===== src/rtl/m3inv_pkg.sv =====
// shared types, constants and index helpers for the 3x3 matrix inverse
`timescale 1ns / 1ps
package m3inv_pkg;

    localparam int DATA_WIDTH_DEF = 16;
    localparam int FRAC_BITS_DEF  = 8;
    localparam int DIM            = 3;
    localparam int NELEM          = 9;
    localparam int OUT_FRAC       = 16;
    localparam int ADDR_W         = 4;
    localparam int IN_W           = 16;
    localparam int OUT_W          = 32;
    localparam int QW             = OUT_W + 1;

    localparam logic [QW-1:0] LIMIT_POS = 33'h0_7FFF_FFFF;
    localparam logic [QW-1:0] LIMIT_NEG = 33'h0_8000_0000;

    // operand selects for the cofactor products
    localparam logic [1:0] SEL_R0C0 = 2'd0;
    localparam logic [1:0] SEL_R1C1 = 2'd1;
    localparam logic [1:0] SEL_R0C1 = 2'd2;
    localparam logic [1:0] SEL_R1C0 = 2'd3;

    typedef enum logic [3:0] {
        S_LOAD,
        S_COF_A,
        S_COF_B,
        S_COF_C,
        S_DET_A,
        S_DET_B,
        S_DIV_INIT,
        S_DIV_STEP,
        S_EMIT
    } state_t;

    typedef enum logic [3:0] {
        OP_IDLE,
        OP_LOAD,
        OP_COF_A,
        OP_COF_B,
        OP_COF_C,
        OP_DET_A,
        OP_DET_B,
        OP_DIV_INIT,
        OP_DIV_STEP,
        OP_EMIT
    } op_t;

    typedef struct packed {
        op_t               op;
        logic [ADDR_W-1:0] idx;
    } dp_cmd_t;

    typedef struct packed {
        logic det_zero;
        logic out_free;
    } dp_status_t;

    // row and column of a cell index 0..8
    function automatic logic [1:0] cell_row(input logic [ADDR_W-1:0] k);
        logic [1:0] r;
        if (k >= 4'd6)
            r = 2'd2;
        else if (k >= 4'd3)
            r = 2'd1;
        else
            r = 2'd0;
        return r;
    endfunction

    function automatic logic [1:0] cell_col(input logic [ADDR_W-1:0] k);
        logic [ADDR_W-1:0] c;
        if (k >= 4'd6)
            c = k - 4'd6;
        else if (k >= 4'd3)
            c = k - 4'd3;
        else
            c = k;
        return c[1:0];
    endfunction

    function automatic logic [ADDR_W-1:0] cell_addr(input logic [1:0] r, input logic [1:0] c);
        return ({2'b00, r} << 1) + {2'b00, r} + {2'b00, c};
    endfunction

    // element address for one operand of the minor of cell k
    function automatic logic [ADDR_W-1:0] cof_addr(input logic [ADDR_W-1:0] k,
                                                   input logic [1:0] sel);
        logic [1:0]        i;
        logic [1:0]        j;
        logic [1:0]        r0;
        logic [1:0]        r1;
        logic [1:0]        c0;
        logic [1:0]        c1;
        logic [ADDR_W-1:0] a;
        i  = cell_row(k);
        j  = cell_col(k);
        r0 = (i == 2'd0) ? 2'd1 : 2'd0;
        r1 = (i == 2'd2) ? 2'd1 : 2'd2;
        c0 = (j == 2'd0) ? 2'd1 : 2'd0;
        c1 = (j == 2'd2) ? 2'd1 : 2'd2;
        unique case (sel)
            SEL_R0C0: a = cell_addr(r0, c0);
            SEL_R1C1: a = cell_addr(r1, c1);
            SEL_R0C1: a = cell_addr(r0, c1);
            SEL_R1C0: a = cell_addr(r1, c0);
            default:  a = cell_addr(r0, c0);
        endcase
        return a;
    endfunction

    // transposed position: cofactor (i, j) lands in adjugate (j, i)
    function automatic logic [ADDR_W-1:0] adj_dst(input logic [ADDR_W-1:0] k);
        return cell_addr(cell_col(k), cell_row(k));
    endfunction

    function automatic logic cof_neg(input logic [ADDR_W-1:0] k);
        logic [1:0] i;
        logic [1:0] j;
        i = cell_row(k);
        j = cell_col(k);
        return i[0] ^ j[0];
    endfunction

endpackage


===== src/rtl/m3inv_ram.sv =====
// generic single write, single registered read ram
`timescale 1ns / 1ps
module m3inv_ram #(
    parameter int WIDTH = 16,
    parameter int DEPTH = 9
) (
    input  logic                     clk,
    input  logic                     we,
    input  logic [$clog2(DEPTH)-1:0] waddr,
    input  logic [WIDTH-1:0]         wdata,
    input  logic [$clog2(DEPTH)-1:0] raddr,
    output logic [WIDTH-1:0]         rdata
);

    logic [WIDTH-1:0] mem [DEPTH];

    // write port and registered read
    always_ff @(posedge clk)
    begin
        if (we)
        begin
            mem[waddr] <= wdata;
        end
        rdata <= mem[raddr];
    end

endmodule


===== src/rtl/m3inv_dp.sv =====
// datapath: element store, cofactor and determinant multiply, bit-serial divider, output register
`timescale 1ns / 1ps
module m3inv_dp
    import m3inv_pkg::*;
#(
    parameter int DATA_WIDTH = DATA_WIDTH_DEF,
    parameter int FRAC_BITS  = FRAC_BITS_DEF
) (
    input  logic             clk,
    input  logic             rst_n,
    input  dp_cmd_t          cmd,
    output dp_status_t       status,
    input  logic [IN_W-1:0]  elem_in,
    input  logic             out_ready,
    output logic             out_valid,
    output logic [OUT_W-1:0] out_value,
    output logic             out_last,
    output logic             out_singular,
    output logic             out_overflow
);

    localparam int W    = DATA_WIDTH;
    localparam int CW   = 2 * W + 1;
    localparam int PW   = W + CW;
    localparam int DETW = 3 * W + 3;
    localparam int SHW  = FRAC_BITS + OUT_FRAC;
    localparam int NUMW = CW + SHW;

    // element conversion
    logic [W-1:0] elem;
    generate
        if (W <= IN_W)
        begin : g_narrow
            assign elem = elem_in[W-1:0];
        end
        else
        begin : g_wide
            assign elem = {{(W - IN_W){1'b0}}, elem_in};
        end
    endgenerate

    // two copies of the element store give two read ports
    logic              ram_we;
    logic [ADDR_W-1:0] raddr_a;
    logic [ADDR_W-1:0] raddr_b;
    logic [W-1:0]      rdata_a;
    logic [W-1:0]      rdata_b;

    assign ram_we = (cmd.op == OP_LOAD);

    m3inv_ram #(.WIDTH(W), .DEPTH(NELEM)) u_ram_a (
        .clk   (clk),
        .we    (ram_we),
        .waddr (cmd.idx),
        .wdata (elem),
        .raddr (raddr_a),
        .rdata (rdata_a)
    );

    m3inv_ram #(.WIDTH(W), .DEPTH(NELEM)) u_ram_b (
        .clk   (clk),
        .we    (ram_we),
        .waddr (cmd.idx),
        .wdata (elem),
        .raddr (raddr_b),
        .rdata (rdata_b)
    );

    // read address selection
    always_comb
    begin
        raddr_a = cof_addr(cmd.idx, SEL_R0C0);
        raddr_b = cof_addr(cmd.idx, SEL_R1C1);
        unique case (cmd.op)
            OP_COF_B:
            begin
                raddr_a = cof_addr(cmd.idx, SEL_R0C1);
                raddr_b = cof_addr(cmd.idx, SEL_R1C0);
            end
            OP_DET_A:
            begin
                raddr_a = cmd.idx;
                raddr_b = cmd.idx;
            end
            default:
            begin
                raddr_a = cof_addr(cmd.idx, SEL_R0C0);
                raddr_b = cof_addr(cmd.idx, SEL_R1C1);
            end
        endcase
    end

    // adjugate registers and determinant
    logic signed [CW-1:0]   adj_reg [NELEM];
    logic signed [CW-1:0]   p1_reg;
    logic signed [DETW-1:0] det_reg;
    logic [ADDR_W-1:0]      adj_rd;
    logic signed [CW-1:0]   adj_val;

    assign adj_rd  = (cmd.op == OP_DET_B) ? ((cmd.idx << 1) + cmd.idx) : cmd.idx;
    assign adj_val = adj_reg[adj_rd];

    // shared multiplier
    logic signed [W-1:0]  mul_a;
    logic signed [CW-1:0] mul_b;
    logic signed [PW-1:0] mul_p;
    logic signed [CW-1:0] cof_diff;
    logic signed [CW-1:0] cof_val;

    assign mul_a    = rdata_a;
    assign mul_b    = (cmd.op == OP_DET_B) ? adj_val : CW'($signed(rdata_b));
    assign mul_p    = mul_a * mul_b;
    assign cof_diff = p1_reg - mul_p[CW-1:0];
    assign cof_val  = cof_neg(cmd.idx) ? -cof_diff : cof_diff;

    always_ff @(posedge clk)
    begin
        if (cmd.op == OP_COF_B)
        begin
            p1_reg <= mul_p[CW-1:0];
        end
        if (cmd.op == OP_COF_C)
        begin
            adj_reg[adj_dst(cmd.idx)] <= cof_val;
        end
        if (cmd.op == OP_COF_A && cmd.idx == '0)
        begin
            det_reg <= '0;
        end
        else if (cmd.op == OP_DET_B)
        begin
            det_reg <= det_reg + DETW'(mul_p);
        end
    end

    // magnitudes for the divider
    logic [CW-1:0]   na;
    logic [DETW-1:0] nd;
    logic            det_zero;

    assign na       = adj_val[CW-1] ? CW'(-adj_val) : CW'(adj_val);
    assign nd       = det_reg[DETW-1] ? DETW'(-det_reg) : DETW'(det_reg);
    assign det_zero = (det_reg == '0);

    // restoring divider, one quotient bit per cycle
    logic [NUMW-1:0] num_reg;
    logic [DETW-1:0] rem_reg;
    logic [QW-1:0]   q_reg;
    logic            sticky_reg;
    logic            neg_reg;
    logic [DETW:0]   rs;
    logic            ge;

    assign rs = {rem_reg, num_reg[NUMW-1]};
    assign ge = (rs >= {1'b0, nd});

    always_ff @(posedge clk)
    begin
        if (cmd.op == OP_DIV_INIT)
        begin
            num_reg    <= {na, {SHW{1'b0}}};
            rem_reg    <= '0;
            q_reg      <= '0;
            sticky_reg <= 1'b0;
            neg_reg    <= adj_val[CW-1] ^ det_reg[DETW-1];
        end
        else if (cmd.op == OP_DIV_STEP)
        begin
            num_reg    <= num_reg << 1;
            rem_reg    <= ge ? DETW'(rs - {1'b0, nd}) : rs[DETW-1:0];
            q_reg      <= {q_reg[QW-2:0], ge};
            sticky_reg <= sticky_reg | q_reg[QW-1];
        end
    end

    // saturation and sign
    logic [QW-1:0]    limit;
    logic             ovf;
    logic [QW-1:0]    mag;
    logic [QW-1:0]    sval;
    logic [OUT_W-1:0] res_value;

    assign limit     = neg_reg ? LIMIT_NEG : LIMIT_POS;
    assign ovf       = sticky_reg | (q_reg > limit);
    assign mag       = ovf ? limit : q_reg;
    assign sval      = neg_reg ? -mag : mag;
    assign res_value = det_zero ? '0 : sval[OUT_W-1:0];

    // output register
    logic out_valid_reg;

    always_ff @(posedge clk or negedge rst_n)
    begin
        if (!rst_n)
        begin
            out_valid_reg <= 1'b0;
        end
        else if (cmd.op == OP_EMIT)
        begin
            out_valid_reg <= 1'b1;
        end
        else if (out_ready)
        begin
            out_valid_reg <= 1'b0;
        end
    end

    always_ff @(posedge clk)
    begin
        if (cmd.op == OP_EMIT)
        begin
            out_value    <= res_value;
            out_last     <= (cmd.idx == ADDR_W'(NELEM - 1));
            out_singular <= det_zero;
            out_overflow <= ~det_zero & ovf;
        end
    end

    assign out_valid       = out_valid_reg;
    assign status.det_zero = det_zero;
    assign status.out_free = ~out_valid_reg | out_ready;

endmodule


===== src/rtl/m3inv_ctrl.sv =====
// controller: sequences loading, cofactors, determinant, divides and result hand-off
`timescale 1ns / 1ps
module m3inv_ctrl
    import m3inv_pkg::*;
#(
    parameter int DATA_WIDTH = DATA_WIDTH_DEF,
    parameter int FRAC_BITS  = FRAC_BITS_DEF
) (
    input  logic       clk,
    input  logic       rst_n,
    input  logic       in_valid,
    output logic       in_ready,
    input  dp_status_t status,
    output dp_cmd_t    cmd
);

    localparam int NUMW  = 2 * DATA_WIDTH + 1 + FRAC_BITS + OUT_FRAC;
    localparam int BCW   = $clog2(NUMW + 1);
    localparam logic [ADDR_W-1:0] LAST_IDX = ADDR_W'(NELEM - 1);
    localparam logic [ADDR_W-1:0] LAST_DET = ADDR_W'(DIM - 1);
    localparam logic [BCW-1:0]    LAST_BIT = BCW'(NUMW - 1);

    state_t            state_reg;
    state_t            state_next;
    logic [ADDR_W-1:0] idx_reg;
    logic [ADDR_W-1:0] idx_next;
    logic [BCW-1:0]    bit_reg;
    logic [BCW-1:0]    bit_next;

    // state and counters
    always_ff @(posedge clk or negedge rst_n)
    begin
        if (!rst_n)
        begin
            state_reg <= S_LOAD;
            idx_reg   <= '0;
            bit_reg   <= '0;
        end
        else
        begin
            state_reg <= state_next;
            idx_reg   <= idx_next;
            bit_reg   <= bit_next;
        end
    end

    // next state
    always_comb
    begin
        state_next = state_reg;
        idx_next   = idx_reg;
        bit_next   = bit_reg;
        unique case (state_reg)
            S_LOAD:
            begin
                if (in_valid)
                begin
                    if (idx_reg == LAST_IDX)
                    begin
                        idx_next   = '0;
                        state_next = S_COF_A;
                    end
                    else
                    begin
                        idx_next = idx_reg + 1'b1;
                    end
                end
            end
            S_COF_A:
            begin
                state_next = S_COF_B;
            end
            S_COF_B:
            begin
                state_next = S_COF_C;
            end
            S_COF_C:
            begin
                if (idx_reg == LAST_IDX)
                begin
                    idx_next   = '0;
                    state_next = S_DET_A;
                end
                else
                begin
                    idx_next   = idx_reg + 1'b1;
                    state_next = S_COF_A;
                end
            end
            S_DET_A:
            begin
                state_next = S_DET_B;
            end
            S_DET_B:
            begin
                if (idx_reg == LAST_DET)
                begin
                    idx_next   = '0;
                    state_next = S_DIV_INIT;
                end
                else
                begin
                    idx_next   = idx_reg + 1'b1;
                    state_next = S_DET_A;
                end
            end
            S_DIV_INIT:
            begin
                bit_next   = '0;
                state_next = status.det_zero ? S_EMIT : S_DIV_STEP;
            end
            S_DIV_STEP:
            begin
                if (bit_reg == LAST_BIT)
                begin
                    state_next = S_EMIT;
                end
                else
                begin
                    bit_next = bit_reg + 1'b1;
                end
            end
            S_EMIT:
            begin
                if (status.out_free)
                begin
                    if (idx_reg == LAST_IDX)
                    begin
                        idx_next   = '0;
                        state_next = S_LOAD;
                    end
                    else
                    begin
                        idx_next   = idx_reg + 1'b1;
                        state_next = S_DIV_INIT;
                    end
                end
            end
            default:
            begin
                state_next = S_LOAD;
            end
        endcase
    end

    // datapath commands
    always_comb
    begin
        in_ready = 1'b0;
        cmd.idx  = idx_reg;
        cmd.op   = OP_IDLE;
        unique case (state_reg)
            S_LOAD:
            begin
                in_ready = 1'b1;
                cmd.op   = in_valid ? OP_LOAD : OP_IDLE;
            end
            S_COF_A:    cmd.op = OP_COF_A;
            S_COF_B:    cmd.op = OP_COF_B;
            S_COF_C:    cmd.op = OP_COF_C;
            S_DET_A:    cmd.op = OP_DET_A;
            S_DET_B:    cmd.op = OP_DET_B;
            S_DIV_INIT: cmd.op = OP_DIV_INIT;
            S_DIV_STEP: cmd.op = OP_DIV_STEP;
            S_EMIT:     cmd.op = status.out_free ? OP_EMIT : OP_IDLE;
            default:    cmd.op = OP_IDLE;
        endcase
    end

endmodule


===== src/rtl/matrix3x3_inverse.sv =====
// top level of the 3x3 matrix inverse by the adjugate method
`timescale 1ns / 1ps
// Takes nine signed Q8.8 elements in row-major order and returns the nine
// Q16.16 elements of the inverse in row-major order, tlast on the ninth.
// A zero determinant gives zero results flagged singular; quotients that do
// not fit Q16.16 saturate and are flagged overflow. A matrix is loaded,
// then its cofactors and determinant are formed on one shared multiplier,
// then each result passes through the bit-serial divider (skipped when
// singular) and waits out any output stall. Input is taken only during
// loading; the next matrix can load while the last result waits.
module matrix3x3_inverse
    import m3inv_pkg::*;
#(
    parameter int DATA_WIDTH = DATA_WIDTH_DEF,
    parameter int FRAC_BITS  = FRAC_BITS_DEF
) (
    input  logic             clk,
    input  logic             rst_n,
    input  logic             s_axis_tvalid,
    output logic             s_axis_tready,
    input  logic [IN_W-1:0]  s_axis_tdata,   // [15:0] elem_value
    output logic             m_axis_tvalid,
    input  logic             m_axis_tready,
    output logic [OUT_W-1:0] m_axis_tdata,   // [31:0] inv_value
    output logic             m_axis_tlast,
    output logic [1:0]       m_axis_tuser    // [0] singular, [1] overflow
);

    dp_cmd_t    cmd;
    dp_status_t status;

    m3inv_ctrl #(
        .DATA_WIDTH (DATA_WIDTH),
        .FRAC_BITS  (FRAC_BITS)
    ) u_ctrl (
        .clk      (clk),
        .rst_n    (rst_n),
        .in_valid (s_axis_tvalid),
        .in_ready (s_axis_tready),
        .status   (status),
        .cmd      (cmd)
    );

    m3inv_dp #(
        .DATA_WIDTH (DATA_WIDTH),
        .FRAC_BITS  (FRAC_BITS)
    ) u_dp (
        .clk          (clk),
        .rst_n        (rst_n),
        .cmd          (cmd),
        .status       (status),
        .elem_in      (s_axis_tdata),
        .out_ready    (m_axis_tready),
        .out_valid    (m_axis_tvalid),
        .out_value    (m_axis_tdata),
        .out_last     (m_axis_tlast),
        .out_singular (m_axis_tuser[0]),
        .out_overflow (m_axis_tuser[1])
    );

    // singular results are zero and never flagged overflow
    a_singular_zero: assert property (@(posedge clk) disable iff (!rst_n)
        m_axis_tvalid && m_axis_tuser[0] |-> m_axis_tdata == '0 && !m_axis_tuser[1])
        else $error("singular result not zero");

    // a waiting result holds until it is taken
    a_hold_while_stalled: assert property (@(posedge clk) disable iff (!rst_n)
        m_axis_tvalid && !m_axis_tready |=> m_axis_tvalid && $stable(m_axis_tdata)
            && $stable(m_axis_tlast) && $stable(m_axis_tuser))
        else $error("result changed while stalled");

    // no result is produced while elements are still being loaded
    a_no_emit_on_load: assert property (@(posedge clk) disable iff (!rst_n)
        s_axis_tvalid && s_axis_tready |-> cmd.op != OP_EMIT)
        else $error("emit during load");

endmodule

===== config.mk =====
export PLATFORM = sky130hd
export DESIGN_NAME = matrix3x3_inverse
export DESIGN_NICKNAME = d
export VERILOG_FILES = /design/src/rtl/m3inv_pkg.sv /design/src/rtl/m3inv_ram.sv /design/src/rtl/m3inv_dp.sv /design/src/rtl/m3inv_ctrl.sv /design/src/rtl/matrix3x3_inverse.sv
export SDC_FILE = /design/constraint.sdc
export NUM_CORES = 2
export LEC_CHECK = 0
export ABC_AREA = 1
export BUFFER_PORTS_ARGS = -buffer_cell sky130_fd_sc_hd__buf_2
export CORE_MARGIN = 5
export CORE_UTILIZATION = 60
export DETAILED_ROUTE_END_ITERATION = 10
export HOLD_SLACK_MARGIN = 0.06
export PLACE_DENSITY = 0.78
export SLEW_MARGIN = 40
export SYNTH_ARGS = -nofsm -noshare
export SYNTH_HDL_FRONTEND = slang
export SYNTH_SLANG_ARGS = --single-unit

===== constraint.sdc =====
create_clock -name clk -period 11.8 [get_ports clk]
set_clock_uncertainty 0.15 [all_clocks]
set_input_delay 2.36 -clock clk [delete_from_list [all_inputs] [get_ports clk]]
set_output_delay 2.36 -clock clk [all_outputs]
set_load 0.05 [all_outputs]

# ---- Word level (Yosys, flattened, before mapping)
# Memory sizes are Yosys's and may differ from the RTL's. A register that Yosys moved wholly into a read port is not among the register bits.
# Index checks and enable logic that the tools add are counted.
dict set report totals {
  output_inout_bits 37
  regBits 253
  latch_bits 0
  mem_bits_ro 0
  memories 3
  ramBits 585
}
# memory words width rd rd_ports_with_merged_regs write_ports line
set mem_list {}
lappend mem_list {u_dp.adj_reg 9 33 1 0 1 m3inv_dp.sv:94} ;# logic signed [CW-1:0] adj_reg [NELEM];
lappend mem_list {u_dp.u_ram_a.mem 9 16 1 1 1 m3inv_ram.sv:15} ;# logic [WIDTH-1:0] mem [DEPTH];
lappend mem_list {u_dp.u_ram_b.mem 9 16 1 1 1 m3inv_ram.sv:15}
dict set report classes {
  bitwise_logic 8
  magnitude_cmp 4
  n_shift 0
  n_mux 57
  n_reduce_logical 16
  div_mod_pow 0
  n_mul 1
  eq_ne 29
  add_sub_neg 22
}
# op count
set ops {}
lappend ops {{57-bit 2-to-1 mux} 2}
lappend ops {{51-bit 2-to-1 mux} 2}
lappend ops {{33-bit 2-to-1 mux} 3}
lappend ops {{32-bit 2-to-1 mux} 3}
lappend ops {{4-bit one-hot mux with 9 select lines} 2}
lappend ops {{33-bit negation} 2}
lappend ops {{52-bit by 51-bit greater-or-equal comparator with 1-bit output} 1}
lappend ops {{51-bit by 49-bit adder with 51-bit output} 1}
lappend ops {{51-bit logical NOT} 1}
lappend ops {{51-bit negation} 1}
lappend ops {{51-bit subtractor} 1}
lappend ops {{16-bit by 33-bit multiplier with 49-bit output} 1}
lappend ops {{4-bit 2-to-1 mux} 11}
lappend ops {{33-bit by 32-bit > comparator with 1-bit output} 1}
lappend ops {{33-bit subtractor} 1}
lappend ops {{4-bit by 3-bit == test with 1-bit output, second input constant} 8}
lappend ops {{32-bit negation} 1}
lappend ops {{2-bit 2-to-1 mux} 14}
lappend ops {{3-bit by 2-bit adder with 4-bit output} 5}
lappend ops {{4-bit by 2-bit adder with 4-bit output} 5}
lappend ops {{4-bit by 2-bit == test with 1-bit output, second input constant} 5}
lappend ops {{4-bit == test, second input constant} 4}
lappend ops {{4-bit one-hot mux with 2 select lines} 2}
lappend ops {{4-bit one-hot mux with 4 select lines} 1}
lappend ops {{28 further kinds} 59}

# ---- Logic depth before layout (Yosys ltp)
dict set report depth {
  ltp_word 12
  mapped_depth 66
}

# ---- Modules after synthesis
# Synthesis repeated with hierarchy kept, for this count alone.
dict set report hier_totals {
  cells_unflattened 8167
  hier_area_um2 67564.8
}
# module area_per_inst_um2 cells_per_inst seq_area_each_um2 instances
set modules_own_cells {}
lappend modules_own_cells {m3inv_dp 53595.2 6823 14729.1 1}
lappend modules_own_cells {m3inv_ram 6465.0 594 4644.5 2}
lappend modules_own_cells {m3inv_ctrl 1039.7 156 350.3 1}

# ---- Worst setup path after synthesis
# OpenSTA, ideal clock, no wires.
dict set report synth_timing {
  kind {register -> register}
  from {register u_ctrl.idx_reg[0]}
  to {memory u_dp.adj_reg[0][31] in the netlist's numbering (data pin)}
  arrival_time_ns 9.592
  path_buffers 6
  setup_time_ns 0.288
  slack_ns 1.769
  stages_incl_launch_ff 61
  period_less_slack_ns 10.031
  t_required_ns 11.362
  path_cell_list {dfrtp_1 -> buf_2 -> inv_2 -> buf_2 -> buf_2 -> buf_2 -> ha_1 -> inv_1 -> nand2_2 -> nand2_4 -> buf_2 -> nand2_1 -> nand3_1 -> nand3_1 -> o21ai_1 -> inv_1 -> nand2_1 -> nand2_1 -> (+25 left out) -> or2_2 -> xor2_1 -> inv_1 -> ha_1 -> a21oi_1 -> o221ai_1 -> a21oi_1 -> nand2_1 -> nand2_1 -> nand2_1 -> nor2_1 -> nand2_1 -> nor2_1 -> nand3_1 -> nand2_1 -> nand2_1 -> nand2_1 -> nand2_1}
}
dict set report synth_between {
  elab_chain_cells 8
  word_cells_on_any_way 17
  cone_classes {add/sub: 5; mul: 1; order compare: 2; mux: 7; bitwise: 1; memory: 1}
}
# element line
set synth_lines {}
lappend synth_lines {{start: declaration} m3inv_ctrl.sv:25} ;# logic [ADDR_W-1:0] idx_reg;
lappend synth_lines {{start signal: assignment} m3inv_ctrl.sv:42} ;# idx_reg <= idx_next;
lappend synth_lines {{4-bit adder} m3inv_dp.sv:100} ;# assign adj_rd = (cmd.op == OP_DET_B) ? ((cmd.idx << 1) + cmd.idx) : cmd.idx;
lappend synth_lines {{4-bit 2-to-1 mux *} m3inv_dp.sv:100}
lappend synth_lines {{memory 9 x 33 bit *} n/a}
lappend synth_lines {{33-bit 2-to-1 mux *} m3inv_dp.sv:111} ;# assign mul_b = (cmd.op == OP_DET_B) ? adj_val : CW'($signed(rdata_b));
lappend synth_lines {{16-bit by 33-bit multiplier with 49-bit output *} m3inv_dp.sv:112} ;# assign mul_p = mul_a * mul_b;
lappend synth_lines {{via u_dp.mul_p[29]} m3inv_dp.sv:106} ;# logic signed [PW-1:0] mul_p;
lappend synth_lines {{33-bit subtractor *} m3inv_dp.sv:113} ;# assign cof_diff = p1_reg - mul_p[CW-1:0];
lappend synth_lines {{33-bit negation} m3inv_dp.sv:114} ;# assign cof_val = cof_neg(cmd.idx) ? -cof_diff : cof_diff;
lappend synth_lines {{33-bit 2-to-1 mux *} m3inv_dp.sv:114}
lappend synth_lines {{via u_dp.cof_val[31]} m3inv_dp.sv:108} ;# logic signed [CW-1:0] cof_val;
lappend synth_lines {{end: declaration} m3inv_dp.sv:94}
# The timed path passes the listed nets; every way through them passes the cells marked *.

# ---- Worst setup path in the final report
dict set report layout_timing {
  from {register u_ctrl.idx_reg[0]}
  to {register u_dp.det_reg[49]}
}
dict set report layout_between {
  elab_chain_cells 6
  word_cells_on_any_way 8
  cone_classes {add/sub: 2; mul: 1; mux: 2; reduce/logical: 2; memory: 1}
}
# element line
set layout_lines {}
lappend layout_lines {{4-bit adder} m3inv_dp.sv:100}
lappend layout_lines {{4-bit 2-to-1 mux *} m3inv_dp.sv:100}
lappend layout_lines {{memory 9 x 33 bit *} n/a}
lappend layout_lines {{33-bit 2-to-1 mux *} m3inv_dp.sv:111}
lappend layout_lines {{16-bit by 33-bit multiplier with 49-bit output *} m3inv_dp.sv:112}
lappend layout_lines {{via u_dp.mul_p[30]} m3inv_dp.sv:106}
lappend layout_lines {{51-bit by 49-bit adder with 51-bit output *} m3inv_dp.sv:132} ;# det_reg <= det_reg + DETW'(mul_p);
lappend layout_lines {{end signal: assignment} m3inv_dp.sv:132}
lappend layout_lines {{end: declaration} m3inv_dp.sv:96} ;# logic signed [DETW-1:0] det_reg;
# Marked as above.
# A chain may end at the register's enable or synchronous reset.

==> out/summary.txt <==
most common flop cell mapped by yosys: sky130_fd_sc_hd__edfxtp_1
most used cells in the layout excluding fill and tap cells: sky130_fd_sc_hd__nand2_1 (1668), sky130_fd_sc_hd__inv_1 (1237), sky130_fd_sc_hd__nor2_1 (809), sky130_fd_sc_hd__edfxtp_1 (543), sky130_fd_sc_hd__fa_1 (506)
nets in the synthesized netlist: 8431
Worst Setup End Kind: register
outcome: finished clean
area share of fa/ha/maj cells after synthesis: 0.2271
Final Hold Fails: 0
critical hold path startpoint: u_dp.rem_reg[39]$_SDFFE_PN0N_
number of global-route vias before repair: 51870
maximum buffer depth of the clock tree: 3
area added between synthesis and finish: 8.222%
overall via count from detail_route: 52190
largest cells by area after synthesis: sky130_fd_sc_hd__edfxtp_1 (26%), sky130_fd_sc_hd__fa_1 (16%), sky130_fd_sc_hd__nand2_1 (10%), sky130_fd_sc_hd__inv_1 (7.6%), sky130_fd_sc_hd__ha_1 (6.3%)
total of max-cap violations: 0
number of nets in the layout: 8450
number of H-tree branching levels: 3
number of cells produced by synthesis: 7595
number of enable-type register cells in the synthesized netlist: 543
clock tree from TritonCTS: built
# rows: 117
Post-DP HPWL: 134500 µm
RePlAce Congestion: 1.003
slew at the pin with the worst max-slew slack: 0.8799 ns
floorplan die width: 330.6 µm
area of the core: 101900 µm²
main combinational cell family by area after synthesis: adder cells
leading cell type in the layout, fill and taps excluded: sky130_fd_sc_hd__nand2_1
Post-synth ARST share: 0.02066
worst reg2reg setup slack: 0.41 ns
root buffer selected by CTS: sky130_fd_sc_hd__clkbuf_16
post-detailed-route wirelength per cell: 20.02 µm
RR Startpoint: u_ctrl.idx_reg[0]$_DFFE_PN0P_
area fraction of the dominant cell type after synthesis: 0.2644
detailed router's first-iteration violation count: 5429
share of the synthesized area in compound gates (AO/OA/AOI/OAI): 0.1151
initial antenna violation count: 1
GRT overflow: 0
share of post-route cells with drive strength above 1: 0.06536
clock slew at the register clock pins of the worst setup and hold paths: 0.06 ns
Yosys warnings: 0
antenna fix cells: 0
number of remaining DRC errors: 0
count of hold buffers inserted by post-cts repair: 0
critical path's largest stage delay: 0.57 ns
met2 Track Usage GR: 0.5452
data required time of the worst path: 12.21 ns
clock buffer count from CTS: 81
Worst slew margin: 0.4080
number of storage elements in the synthesis netlist: 726
Startpoint Class: register
Worst Path Arrival: 11.79 ns
largest net degree at the start of global routing: 139
depth of the worst register-to-register path: 48
Largest register FFs: 297
type of the setup path with the least slack: reg2reg
final slew viol count: 0
post-route fraction of the period consumed by the critical path: 0.9650
detailed-routing iteration count for the pre-antenna-repair pass: 6
Critical Path Slowest Stage Cell: sky130_fd_sc_hd__fa_1
maximum clock frequency: 87.82 MHz
DIE AREA: 109300 µm²
Top cell by count, worst path: sky130_fd_sc_hd__nand2_1
crit-path max FO: 18
Synth Area in XOR/XNOR: 0.03323
multiplexer share of the synthesized area: 0.0004869
synthesized-area fraction occupied by and/or/nand/nor cells: 0.2023
largest area contributor in the netlist: sky130_fd_sc_hd__edfxtp_1
Avg Vias per Cell: 5.768
met3 routing resource usage after global routing: 0.05889
netlist area before placement: 61680 µm²
post-synthesis average cell area: 8.121 µm²
post-synthesis cell type count: 68
most utilized layer in the global route result: met2
die span in y: 330.6 µm
fraction of met1 tracks used by global routing: 0.4309
Final min period: 11.39 ns
number of sinks handled by clock tree synthesis: 726
starting density of the core: 0.6054
worst hold path class: reg2reg
first-pass GRT wire length: 283700 µm
source of the critical timing path: u_ctrl.idx_reg[0]$_DFFE_PN0P_
Top Ports: 57
setup violators final: 0
Seq/Total Area, Yosys: 0.3250
Core Util, Final: 0.6551
end point of the critical path: u_dp.det_reg[49]$_SDFFE_PP0N_
global router's overall resource usage: 0.3303
routed wire length: 181100 µm
remaining antenna violation count after routing: 0
number of I/O port buffers: 56
clock latency reported for the late side of the worst-skew pair: 0.68 ns
R2R Path End: u_dp.det_reg[49]$_SDFFE_PP0N_
final cells by class:
type | instances | area, µm²
tap | 1368 | 1712
fill | 8706 | 35140
multi-input combinational | 5325 | 35970
inverter | 1289 | 4900
timing repair buffer | 191 | 1346
sequential | 726 | 20050
clock inverter | 43 | 579.3
clock buffer | 107 | 2196
metrics by stage:
step                      instance area, µm²  setup WS (ns)  hold slack [ns]   TNS, ns  cells
final                                  66750         0.4132           0.3225         0   9049
after global routing                   66750       -0.01343           0.3419  -0.01343   9049
after CTS                              66480        0.05774           0.3213         0   9043
after detailed placement               63700         0.1044           0.3113         0   8893
after global placement                 63650         0.2404           0.3101         0   8893
after floorplan                        61680          1.770           0.2941         0   7595
worst max-delay path, delay by kind of cell, from the launching register on:
kind / cells / cell delay (ns)
XOR/XNOR: 1 / 0.38
buffers and inverters: 12 / 1.61
AND/OR/NAND/NOR: 16 / 2.02
AO/OA/AOI/OAI: 9 / 2.03
flip-flops: 1 / 0.51
adder cells (fa/ha/maj): 10 / 4.54
how the worst min path moves through the flow:
stage	end	slack, ns	cells after the start
3_5_place_dp	u_dp.rem_reg[25]$_SDFFE_PN0N_	0.31	2
3_3_place_gp	u_dp.rem_reg[25]$_SDFFE_PN0N_	0.31	2
6_report	u_dp.rem_reg[39]$_SDFFE_PN0N_	0.32	2
2_1_floorplan	u_dp.rem_reg[39]$_SDFFE_PN0N_	0.29	2
5_1_grt	u_dp.rem_reg[43]$_SDFFE_PN0N_	0.34	2
4_1_cts	u_dp.rem_reg[25]$_SDFFE_PN0N_	0.32	2
per-layer routing:
metal / up-vias / part of all wire
met5: - / 0
met4: 0 / 0.052
met3: 493 / 0.092
met2: 2563 / 0.46
met1: 24660 / 0.39
li1: 24480 / -
synthesized netlist by cell type (65+ instances only):
cell type and n:
sky130_fd_sc_hd__a21oi_1 344, sky130_fd_sc_hd__clkbuf_1 156, sky130_fd_sc_hd__dfxtp_1 168, sky130_fd_sc_hd__edfxtp_1 543, sky130_fd_sc_hd__fa_1 506, sky130_fd_sc_hd__ha_1 310, sky130_fd_sc_hd__inv_1 1246, sky130_fd_sc_hd__nand2_1 1674
sky130_fd_sc_hd__nand3_1 329, sky130_fd_sc_hd__nor2_1 814, sky130_fd_sc_hd__nor3_1 65, sky130_fd_sc_hd__o211ai_1 97, sky130_fd_sc_hd__o21ai_0 478, sky130_fd_sc_hd__xnor2_1 79, sky130_fd_sc_hd__xor2_1 155
repair_timing:
item	CTS	global route
setup buffers	0	6
setup endpoints to repair	0	108
resized for setup	0	43
cells by family (layout without fill, tap and decap cells):
| kind of cell | count (synthesis) | after routing |
|---|---|---|
| AND/OR/NAND/NOR | 3047 | 3047 |
| buffers and inverters | 1544 | 1630 |
| AO/OA/AOI/OAI | 1225 | 1225 |
| adder cells (fa/ha/maj) | 816 | 816 |
| flip-flops | 726 | 726 |
| XOR/XNOR | 234 | 234 |
| multiplexers | 3 | 3 |
Power is not shown: default switching activity piles up to over one toggle a cycle in this logic, so the estimate is an artifact.
